===== src/design/mbfb_pkg.sv =====
`timescale 1ns / 1ps
`default_nettype none

package mbfb_pkg;

  localparam int unsigned LenW   = 11;
  localparam int unsigned CountW = 6;
  localparam int unsigned FieldW = 32;
  localparam int unsigned OpW    = 2;

  localparam logic [LenW-1:0] LEN_RESET = 11'd1024;

  typedef enum logic [OpW-1:0] {
    OP_REWIND = 2'd0,
    OP_READ   = 2'd1,
    OP_WRITE  = 2'd2
  } op_e;

  typedef enum logic [3:0] {
    S_CLEAR  = 4'b0001,
    S_IDLE   = 4'b0010,
    S_ACCESS = 4'b0100,
    S_FINISH = 4'b1000
  } state_e;

endpackage

`default_nettype wire


===== src/design/mbfb_ram.sv =====
`timescale 1ns / 1ps
`default_nettype none

module mbfb_ram #(
  parameter int unsigned WIDTH = 8,
  parameter int unsigned DEPTH = 128,
  localparam int unsigned AddrW = (DEPTH > 1) ? $clog2(DEPTH) : 1
) (
  input  wire logic             clk_i,
  input  wire logic             we_i,
  input  wire logic [AddrW-1:0] waddr_i,
  input  wire logic [WIDTH-1:0] wdata_i,
  input  wire logic [AddrW-1:0] raddr_i,
  output logic      [WIDTH-1:0] rdata_o
);

  logic [WIDTH-1:0] mem [DEPTH];

  always_ff @(posedge clk_i) begin
    if (we_i) begin
      mem[waddr_i] <= wdata_i;
    end
    rdata_o <= mem[raddr_i];
  end

endmodule

`default_nettype wire


===== src/design/msb_first_bit_field_buffer.sv =====
`timescale 1ns / 1ps
`default_nettype none

// channel  direction  handshake                 payload
// in       input      in_valid_i / in_stall_o   op_i, bit_count_i, value_i
// out      output     out_valid_o / out_stall_i read_data_o, ok_o
// cfg      input      cfg_we_i                  cfg_wdata_i (length_bits)
//
// rewind, failed access or unused op: straight from idle to finish, store untouched
// read or write touching k bytes (1 to 5): one byte of the byte-wide store read
//   per cycle and, on a write, written back
// after reset a clearing pass zeroes every byte of the store,
//   no item taken meanwhile, register writes taken as ever
// a finished result waits in the output register while the next item runs

module msb_first_bit_field_buffer
  import mbfb_pkg::*;
#(
  parameter int unsigned BUFFER_BYTES   = 128,
  parameter int unsigned MAX_FIELD_BITS = 32
) (
  input  wire logic              clk_i,
  input  wire logic              rst_ni,
  input  wire logic              cfg_we_i,
  input  wire logic [LenW-1:0]   cfg_wdata_i,
  input  wire logic              in_valid_i,
  output logic                   in_stall_o,
  input  wire logic [OpW-1:0]    op_i,
  input  wire logic [CountW-1:0] bit_count_i,
  input  wire logic [FieldW-1:0] value_i,
  output logic                   out_valid_o,
  input  wire logic              out_stall_i,
  output logic [FieldW-1:0]      read_data_o,
  output logic                   ok_o
);

  localparam int unsigned AddrW    = (BUFFER_BYTES > 1) ? $clog2(BUFFER_BYTES) : 1;
  localparam int unsigned KMax     = (MAX_FIELD_BITS + 14) / 8;
  localparam int unsigned WinW     = 8 * KMax;
  localparam int unsigned CntW     = $clog2(KMax + 1);
  localparam int unsigned IdxW     = (KMax > 1) ? $clog2(KMax) : 1;
  localparam int unsigned ShW      = $clog2(WinW + 1);
  localparam int unsigned CapBits  = BUFFER_BYTES * 8;
  localparam int unsigned MaxLen   = (1 << LenW) - 1;
  localparam logic [LenW-1:0]  CapClamp = LenW'((CapBits > MaxLen) ? MaxLen : CapBits);
  localparam logic [AddrW-1:0] ClrLast  = AddrW'(BUFFER_BYTES - 1);

  typedef logic [0:KMax-1][7:0] win_t;

  state_e            state_q, state_d;
  logic [LenW-1:0]   length_q;
  logic [LenW-1:0]   pos_q, pos_d;
  logic [AddrW-1:0]  clr_q, clr_d;
  logic [CntW-1:0]   cnt_q, cnt_d;
  logic              out_valid_q, out_valid_d;
  logic [FieldW-1:0] read_data_q;
  logic              ok_out_q;

  // item registers
  logic              rewind_q, go_q, read_q, write_q, ok_res_q;
  logic [CountW-1:0] n_q;
  logic [ShW-1:0]    sh_q;
  logic [WinW-1:0]   lowmask_q;
  win_t              mask_q, data_q, acc_q;
  logic [CntW-1:0]   k_q;
  logic [AddrW-1:0]  base_q;

  // item decode
  logic [LenW-1:0]   usable, room;
  logic              is_rw, n_zero, fits, go_in, ok_in, accept, load_out;
  logic [2:0]        s_in;
  logic [6:0]        span;
  logic [ShW-1:0]    sh_in;
  logic [WinW-1:0]   lowmask_in;
  logic [IdxW-1:0]   j;

  logic              ram_we;
  logic [AddrW-1:0]  ram_waddr, ram_raddr;
  logic [7:0]        ram_wdata, ram_rdata;

  assign usable = (length_q < CapClamp) ? length_q : CapClamp;
  assign room   = (pos_q < usable) ? (usable - pos_q) : '0;
  assign is_rw  = (op_i == OP_READ) || (op_i == OP_WRITE);
  assign n_zero = (bit_count_i == '0);
  assign fits   = (bit_count_i <= CountW'(MAX_FIELD_BITS)) &&
                  (LenW'(bit_count_i) <= room);
  assign go_in  = is_rw && !n_zero && fits;
  assign ok_in  = (op_i == OP_REWIND) || (is_rw && (n_zero || fits));

  assign s_in       = pos_q[2:0];
  assign span       = 7'(s_in) + 7'(bit_count_i) - 7'd1;
  assign sh_in      = ShW'(WinW) - ShW'(s_in) - ShW'(bit_count_i);
  assign lowmask_in = ~({WinW{1'b1}} << bit_count_i);

  assign accept = in_valid_i && (state_q == S_IDLE);
  assign j      = IdxW'(cnt_q - CntW'(1));

  always_comb begin
    state_d     = state_q;
    pos_d       = pos_q;
    clr_d       = clr_q;
    cnt_d       = cnt_q;
    out_valid_d = out_valid_q && out_stall_i;
    load_out    = 1'b0;
    unique case (state_q)
      S_CLEAR: begin
        clr_d = clr_q + AddrW'(1);
        if (clr_q == ClrLast) begin
          state_d = S_IDLE;
        end
      end
      S_IDLE: begin
        if (in_valid_i) begin
          if (go_in) begin
            state_d = S_ACCESS;
            cnt_d   = CntW'(1);
          end else begin
            state_d = S_FINISH;
          end
        end
      end
      S_ACCESS: begin
        if (cnt_q == k_q) begin
          state_d = S_FINISH;
        end else begin
          cnt_d = cnt_q + CntW'(1);
        end
      end
      S_FINISH: begin
        if (!out_valid_q || !out_stall_i) begin
          load_out    = 1'b1;
          out_valid_d = 1'b1;
          state_d     = S_IDLE;
          if (rewind_q) begin
            pos_d = '0;
          end else if (go_q) begin
            pos_d = pos_q + LenW'(n_q);
          end
        end
      end
      default: begin
        state_d = S_IDLE;
      end
    endcase
  end

  always_ff @(posedge clk_i or negedge rst_ni) begin
    if (!rst_ni) begin
      state_q     <= S_CLEAR;
      length_q    <= LEN_RESET;
      pos_q       <= '0;
      clr_q       <= '0;
      cnt_q       <= '0;
      out_valid_q <= 1'b0;
    end else begin
      state_q     <= state_d;
      pos_q       <= pos_d;
      clr_q       <= clr_d;
      cnt_q       <= cnt_d;
      out_valid_q <= out_valid_d;
      if (cfg_we_i) begin
        length_q <= cfg_wdata_i;
      end
    end
  end

  always_ff @(posedge clk_i) begin
    if (accept) begin
      rewind_q  <= (op_i == OP_REWIND);
      read_q    <= (op_i == OP_READ);
      write_q   <= (op_i == OP_WRITE);
      go_q      <= go_in;
      ok_res_q  <= ok_in;
      n_q       <= bit_count_i;
      sh_q      <= sh_in;
      lowmask_q <= lowmask_in;
      mask_q    <= lowmask_in << sh_in;
      data_q    <= (WinW'(value_i) & lowmask_in) << sh_in;
      k_q       <= CntW'(span[6:3]) + CntW'(1);
      base_q    <= AddrW'(pos_q[LenW-1:3]);
    end
    if (state_q == S_ACCESS) begin
      acc_q[j] <= ram_rdata;
    end
    if (load_out) begin
      ok_out_q    <= ok_res_q;
      read_data_q <= (go_q && read_q) ? FieldW'((acc_q >> sh_q) & lowmask_q) : '0;
    end
  end

  // byte merge, one byte per cycle while the next one is being fetched; zero fill while clearing
  assign ram_we    = (state_q == S_CLEAR) || ((state_q == S_ACCESS) && write_q);
  assign ram_waddr = (state_q == S_CLEAR) ? clr_q : (base_q + AddrW'(j));
  assign ram_wdata = (state_q == S_CLEAR) ? 8'h00 :
                     ((ram_rdata & ~mask_q[j]) | (data_q[j] & mask_q[j]));
  assign ram_raddr = (state_q == S_IDLE) ? AddrW'(pos_q[LenW-1:3]) :
                     (base_q + AddrW'(cnt_q));

  mbfb_ram #(
    .WIDTH (8),
    .DEPTH (BUFFER_BYTES)
  ) u_store (
    .clk_i   (clk_i),
    .we_i    (ram_we),
    .waddr_i (ram_waddr),
    .wdata_i (ram_wdata),
    .raddr_i (ram_raddr),
    .rdata_o (ram_rdata)
  );

  assign in_stall_o  = (state_q != S_IDLE);
  assign out_valid_o = out_valid_q;
  assign read_data_o = read_data_q;
  assign ok_o        = ok_out_q;

  a_pos_in_store: assert property (@(posedge clk_i) disable iff (!rst_ni)
    pos_q <= CapClamp)
    else $error("bit position beyond store");

  a_out_after_finish: assert property (@(posedge clk_i) disable iff (!rst_ni)
    $rose(out_valid_q) |-> $past(state_q == S_FINISH))
    else $error("result raised outside finish");

  a_no_write_idle: assert property (@(posedge clk_i) disable iff (!rst_ni)
    (state_q == S_IDLE) || (state_q == S_FINISH) |-> !ram_we)
    else $error("store written between items");

  a_cnt_bound: assert property (@(posedge clk_i) disable iff (!rst_ni)
    (state_q == S_ACCESS) |-> (cnt_q != '0) && (cnt_q <= k_q))
    else $error("byte counter out of range");

  a_fail_zero: assert property (@(posedge clk_i) disable iff (!rst_ni)
    out_valid_o && !ok_o |-> (read_data_o == '0))
    else $error("failed transfer carries data");

endmodule

`default_nettype wire

===== config.mk =====
export PLATFORM = sky130hd
export DESIGN_NAME = msb_first_bit_field_buffer
export DESIGN_NICKNAME = d
export VERILOG_FILES = /design/src/design/mbfb_pkg.sv /design/src/design/mbfb_ram.sv /design/src/design/msb_first_bit_field_buffer.sv
export SDC_FILE = /design/constraint.sdc
export NUM_CORES = 2
export LEC_CHECK = 0
export BUFFER_PORTS_ARGS = -buffer_cell sky130_fd_sc_hd__buf_2
export CORE_AREA = 5 5 412 414
export DETAILED_ROUTE_END_ITERATION = 6
export DIE_AREA = 0 0 417 419
export GPL_TIMING_DRIVEN = 0
export RECOVER_POWER = 25
export REMOVE_ABC_BUFFERS = 1
export SYNTH_ARGS = -nofsm -noshare
export SYNTH_HDL_FRONTEND = slang
export SYNTH_SLANG_ARGS = --single-unit

===== constraint.sdc =====
create_clock -name clk_i -period 13.2 [get_ports clk_i]
set_clock_uncertainty 0.05 [all_clocks]
set_input_delay 3.96 -clock clk_i [delete_from_list [all_inputs] [get_ports clk_i]]
set_output_delay 3.96 -clock clk_i [all_outputs]
set_load 0.03 [all_outputs]

# Word-level counts from Yosys, hierarchy flattened
# Memories as Yosys holds them, arrays and structs flattened. A register that Yosys moved wholly into a read port is not among the register bits.
# Index checks and enable logic that the tools add are counted.
# Widths: inputs -> output; s select.
[classes] bitwise_logic=8 shift=4 n_lt_le_gt_ge=6 reduce_logical=24 eq_ne=15 addsub=12 n_mux=32
[op_table] op="$shl 40x6->40" n=2
[op_table] op="$bmux 8 s3" n=2
[op_table] op="$mux 8" n=6
[op_table] op="$mux 11" n=4
[op_table] op="$and 32x40->40" n=1
[op_table] op="$bwmux 40" n=1
[op_table] op="$not 40->40" n=1
[op_table] op="$shl 40x6->40 const A" n=1
[op_table] op="$shr 40x6->32" n=1
[op_table] op="$and 32x32->32" n=1
[op_table] op="$demux 8 s3" n=1
[op_table] op="$mux 4" n=5
[op_table] op="$and 8x8->8" n=2
[op_table] op="$pmux 4 s4" n=1
[op_table] op="$add 7x3->7" n=2
[op_table] op="$mux 7" n=2
[op_table] op="$ne 2x2->1 const B" n=6
[op_table] op="$add 11x6->11" n=1
[op_table] op="$le 6x11->1" n=1
[op_table] op="$lt 11x11->1" n=1
[op_table] op="$lt 11x11->1 const B" n=1
[op_table] op="$sub 11x11->11" n=1
[op_table] op="$logic_and 1x1->1" n=9
[op_table] op="$mux 3" n=3
[op_table] op="other kinds (31)" n=45
[word_totals] in_bits=56 out_inout_bits=35 reg_bits=249 elab_cells=135 ram_bits=1024 n_memories=1
[mem_list] name="u_store.mem" words=128 word_bits=8 rd=1 rd_clocked_by_memory_dff=1 write_ports=1 line="mbfb_ram.sv:17" source="logic [WIDTH-1:0] mem [DEPTH];"

# Longest topological paths before layout
[logic_depth] word_depth=10 mapped_depth=18 depth_no_buf=17

# Cells and area by module
# Synthesis repeated with hierarchy kept, for this count alone.
[unflattened] hier_cells=3363 hier_area_um2=57221.1
[by_module_without_submodules] mod="mbfb_ram" area_each_um2=39665.5 n_inst=1 seq_area_each_um2=30909.6 cells_per_inst=1635
[by_module_without_submodules] mod="msb_first_bit_field_buffer" area_each_um2=17555.6 n_inst=1 seq_area_each_um2=7264.5 cells_per_inst=1728

# Worst setup path before layout
# Ideal clock, no wire load.
[synth_timing] path_type="input to register" startpoint="in bit_count_i[0]" endpoint="reg data_q[30] (netlist name) (data pin)" required_time_ns=12.878 path_slack_ns=5.698 arrival_ns=7.181 path_buffers=5 cell_stages=13 path_cell_list="clkbuf_1 > clkbuf_1 > inv_1 > ha_1 > ha_1 > fa_1 > clkbuf_1 > inv_2 > buf_1 > buf_1 > mux2i_1 > o21ai_0 > o32ai_1"
[synth_between] word_cells_on_any_way=5 classes_between="1 x add/sub; 2 x shift; 2 x bitwise"
[synth_lines] item="start, declared" line="msb_first_bit_field_buffer.sv:29" source="input wire logic [CountW-1:0] bit_count_i,"
[synth_lines] item="$sub 6x6->6" line="msb_first_bit_field_buffer.sv:92" source="assign sh_in = ShW'(WinW) - ShW'(s_in) - ShW'(bit_count_i);"
[synth_lines] item="net sh_in[2]" line="msb_first_bit_field_buffer.sv:73" source="logic [ShW-1:0] sh_in;"
[synth_lines] item="$shl 40x6->40" line="msb_first_bit_field_buffer.sv:178" source="data_q <= (WinW'(value_i) & lowmask_in) << sh_in;"
[synth_lines] item="end signal, assigned" line="msb_first_bit_field_buffer.sv:178"
[synth_lines] item="end, declared" line="msb_first_bit_field_buffer.sv:64" source="win_t mask_q, data_q, acc_q;"
# The timed path passes the listed nets, and every way through them passes these cells.
# A chain may end at the register's enable or synchronous reset.

# Worst setup path in the final report
[layout_timing] startpoint="in bit_count_i[5]" endpoint="reg mask_q[19] (netlist name) (data pin)"
[layout_between] elab_chain_len=3 word_cells_on_any_way=4 classes_between="1 x add/sub; 2 x shift; 1 x bitwise"
[layout_rtl] item="$shl 40x6->40" line="msb_first_bit_field_buffer.sv:93" source="assign lowmask_in = ~({WinW{1'b1}} << bit_count_i);"
[layout_rtl] item="$not 40->40" line="msb_first_bit_field_buffer.sv:93"
[layout_rtl] item="$shl 40x6->40 *" line="msb_first_bit_field_buffer.sv:177" source="mask_q <= lowmask_in << sh_in;"
[layout_rtl] item="end signal, assigned" line="msb_first_bit_field_buffer.sv:177"
[layout_rtl] item="end, declared" line="msb_first_bit_field_buffer.sv:64"
# Mark *: on every way between the ends. The rest lies on a longest branch, timed or not.

==> flow_summary.ini <==
[run_status]
outcome = finished, violations left
violations = max-capacitance violations, max-slew violations

[floorplanning]
io_pins = 91
die_width_um = 417
fp-row-count = 150
die-area_mm2 = 0.175
core_mm2 = 0.166
initial_core_util_pct = 34.7
die_y_um = 419

[logic_synthesis]
yosysSeqAreaShare_pct = 66.3
yosysUniqueCellTypes = 80
yosys_most_used_dff = edfxtp_1
async_reset_ff_share_pct = 2.89
synth_edf_count = 1235
postSynthCellCount = 4227
synth.avg_cell_area_um2 = 13.6
synth_seq_cells = 1280
yosys_warnings = 0
syn_area_mm2 = 0.0576

[setup_path]
path_class = primary input to flop
slowest_delay_ns = 1.54
worstSetupStartpointType = primary input
crit_chain = clkbuf_1 > clkinv_1 > ha_1 > xnor2_1 > inv_1 > nor2_1 > nand2_1 > o32ai_1
regToRegSetupSlack_ns = 5.64
r2r_end = u_store.mem[67][5]$_DFFE_PP_
end_kind = flop
cp.required_ns = 13.70
timing.rr.start = cnt_q[0]$_DFFE_PN0P_
crit_buf_inv = 3
critPathTopFamily = buffers and inverters
cp_max_fo = 41
critPathArrivalTime_ns = 10.21
cpMaxStageDelayCell = clkbuf_1
r2r_cells = 12

[detailed_routing]
wl_mm = 160
first_pass_iters = 6
via_per_inst = 5.61
postRouteAntennaNets = 0
drc = 0
wire_per_inst_um = 24.4
drt_iter0_drc = 3764
via_count = 36800

[global_route]
grt_pass1_wl_mm = 235
grt_max_degree = 109
track_usage_pct = 17.8
grt_pass1_vias = 35400
gr-total-overflow = 0
grt_antenna_before_repair = 3

[finish]
fin_nets = 4368
final_core_util_pct = 39.6
drive_gt1_share_pct = 12.5
layout_common_cells = edfxtp_1 (1235), nand2_1 (666), nor2_1 (275)
final_common_cell = edfxtp_1
syn_to_final_growth_pct = 14.1
fill_cells = 15400

[worst_hold_path]
hp-start = ok_res_q$_DFFE_PP_
holdPathEnd = ok_o$_DFFE_PP_
hp-class = flop to flop
hold_depth = 0

[sta]
min_period_ns = 9.71
setup_viol = 0
slew_headroom_pct = -141
final-hold-violation-count = 0
min_period_over_period_pct = 73.6
max_freq_mhz = 103
worst_slew_pin_slew_ns = 3.60
grt_setup_unrepaired = false
tns_ns = 0
slew_violations = 699

[cts]
numCtsBuffers = 136
clock_latency_ns = 0.81
cts_hold_buf = 0
htree_levels = 4
clk_pin_slew_ns = 0.06
cts_setup_buffers = 0
cts_root_buffer = clkbuf_16
cts_buffer_depth = 3
cts_resized = 0
clock_sink_count = 1280
tritoncts = built

[flow_run]
cap_viol_max_count = 15

[placement]
port-buffer-count = 90
gp_congestion = 0.888
dp_hpwl_mm = 105
-- cell families (layout without fill, tap and decap cells) --
family	after synthesis	after routing	share of synthesized area [%]
simple gates	1349	1349	10.1
flops	1280	1280	66.3
compound gates	740	740	8.52
mux	425	425	10.8
buf+inv	340	476	2.48
fa+ha+maj	57	57	1.30
xor+xnor	36	36	0.547
other cells	0	1	0
-- worst max-delay path by stage --
| stage | startpoint | to | cells after the start |
|---|---|---|---|
| 2_1_floorplan | cnt_q[0]$_DFFE_PN0P_ | u_store.rdata_o[6]$_DFF_P_ | 10 |
| 3_3_place_gp | cnt_q[0]$_DFFE_PN0P_ | u_store.rdata_o[6]$_DFF_P_ | 10 |
| 3_5_place_dp | bit_count_i[2] | mask_q[33]$_DFFE_PP_ | 13 |
| 4_1_cts | bit_count_i[2] | mask_q[35]$_DFFE_PP_ | 13 |
| 5_1_grt | bit_count_i[5] | mask_q[19]$_SDFFCE_PP0P_ | 8 |
| 6_report | bit_count_i[5] | mask_q[19]$_SDFFCE_PP0P_ | 8 |
-- cell usage after synthesis (46+ instances only) --
master,count,area [um^2]
nor2_1,279,1050
inv_1,60,225
ha_1,51,638
mux4_2,151,3400
nand3_1,170,851
o21ai_0,125,626
mux2i_1,223,2230
a32oi_1,46,403
a211oi_1,47,353
nand4_1,48,300
mux2_2,47,529
nor3_1,54,270
a31oi_1,46,288
nand2_1,671,2520
a21oi_1,204,1020
buf_2,52,260
clkbuf_1,170,638
edfxtp_1,1235,37100
-- sequential cells by signal (all words and copies together), names as in the netlist, 4 cells and up --
name	count
sh_q	6
n_q	6
clr_q	7
state_q	4
base_q	7
read_data_o	32
lowmask_q	31
pos_q	11
data_q	40
mask_q	40
length_q	11
u_store.rdata_o	8
u_store.mem	1024
acc_q	40
-- per-layer routing --
metal | GRT usage (%) | vias to the layer above | part of all wire, %
met1 | 24.1 | 18700 | 41
met5 | 0 | - | 0
met4 | 7.20 | 0 | 3.9
met3 | 3.11 | 277 | 7.3
met2 | 28.6 | 1550 | 48
li1 | - | 16300 | -
-- stage by stage --
step	cells	worst slack (ns)	hold WS (ns)	instance area, um^2
after floorplan	3955	-2.87	0.350	56400
after global placement	6249	-14.92	0.359	59600
after detailed placement	6320	4.13	0.365	61500
after CTS	6565	4.89	0.371	65900
after global routing	6568	3.47	0.375	65700
final	6568	3.49	0.368	65700
-- area by class of cell --
cell class / instances / area (um^2) / area share, %
multi-input combinational: 2607 / 18200 / 27.7
antenna: 1 / 2.50 / 0.00381
tap: 2204 / 2760 / 4.19
timing repair buffer: 163 / 2030 / 3.09
clock inverter: 65 / 721 / 1.10
inverter: 68 / 259 / 0.394
sequential: 1280 / 38200 / 58.1
clock buffer: 180 / 3620 / 5.50
Power is not shown: default switching activity piles up to over one toggle a cycle in this logic, so the estimate is an artifact.
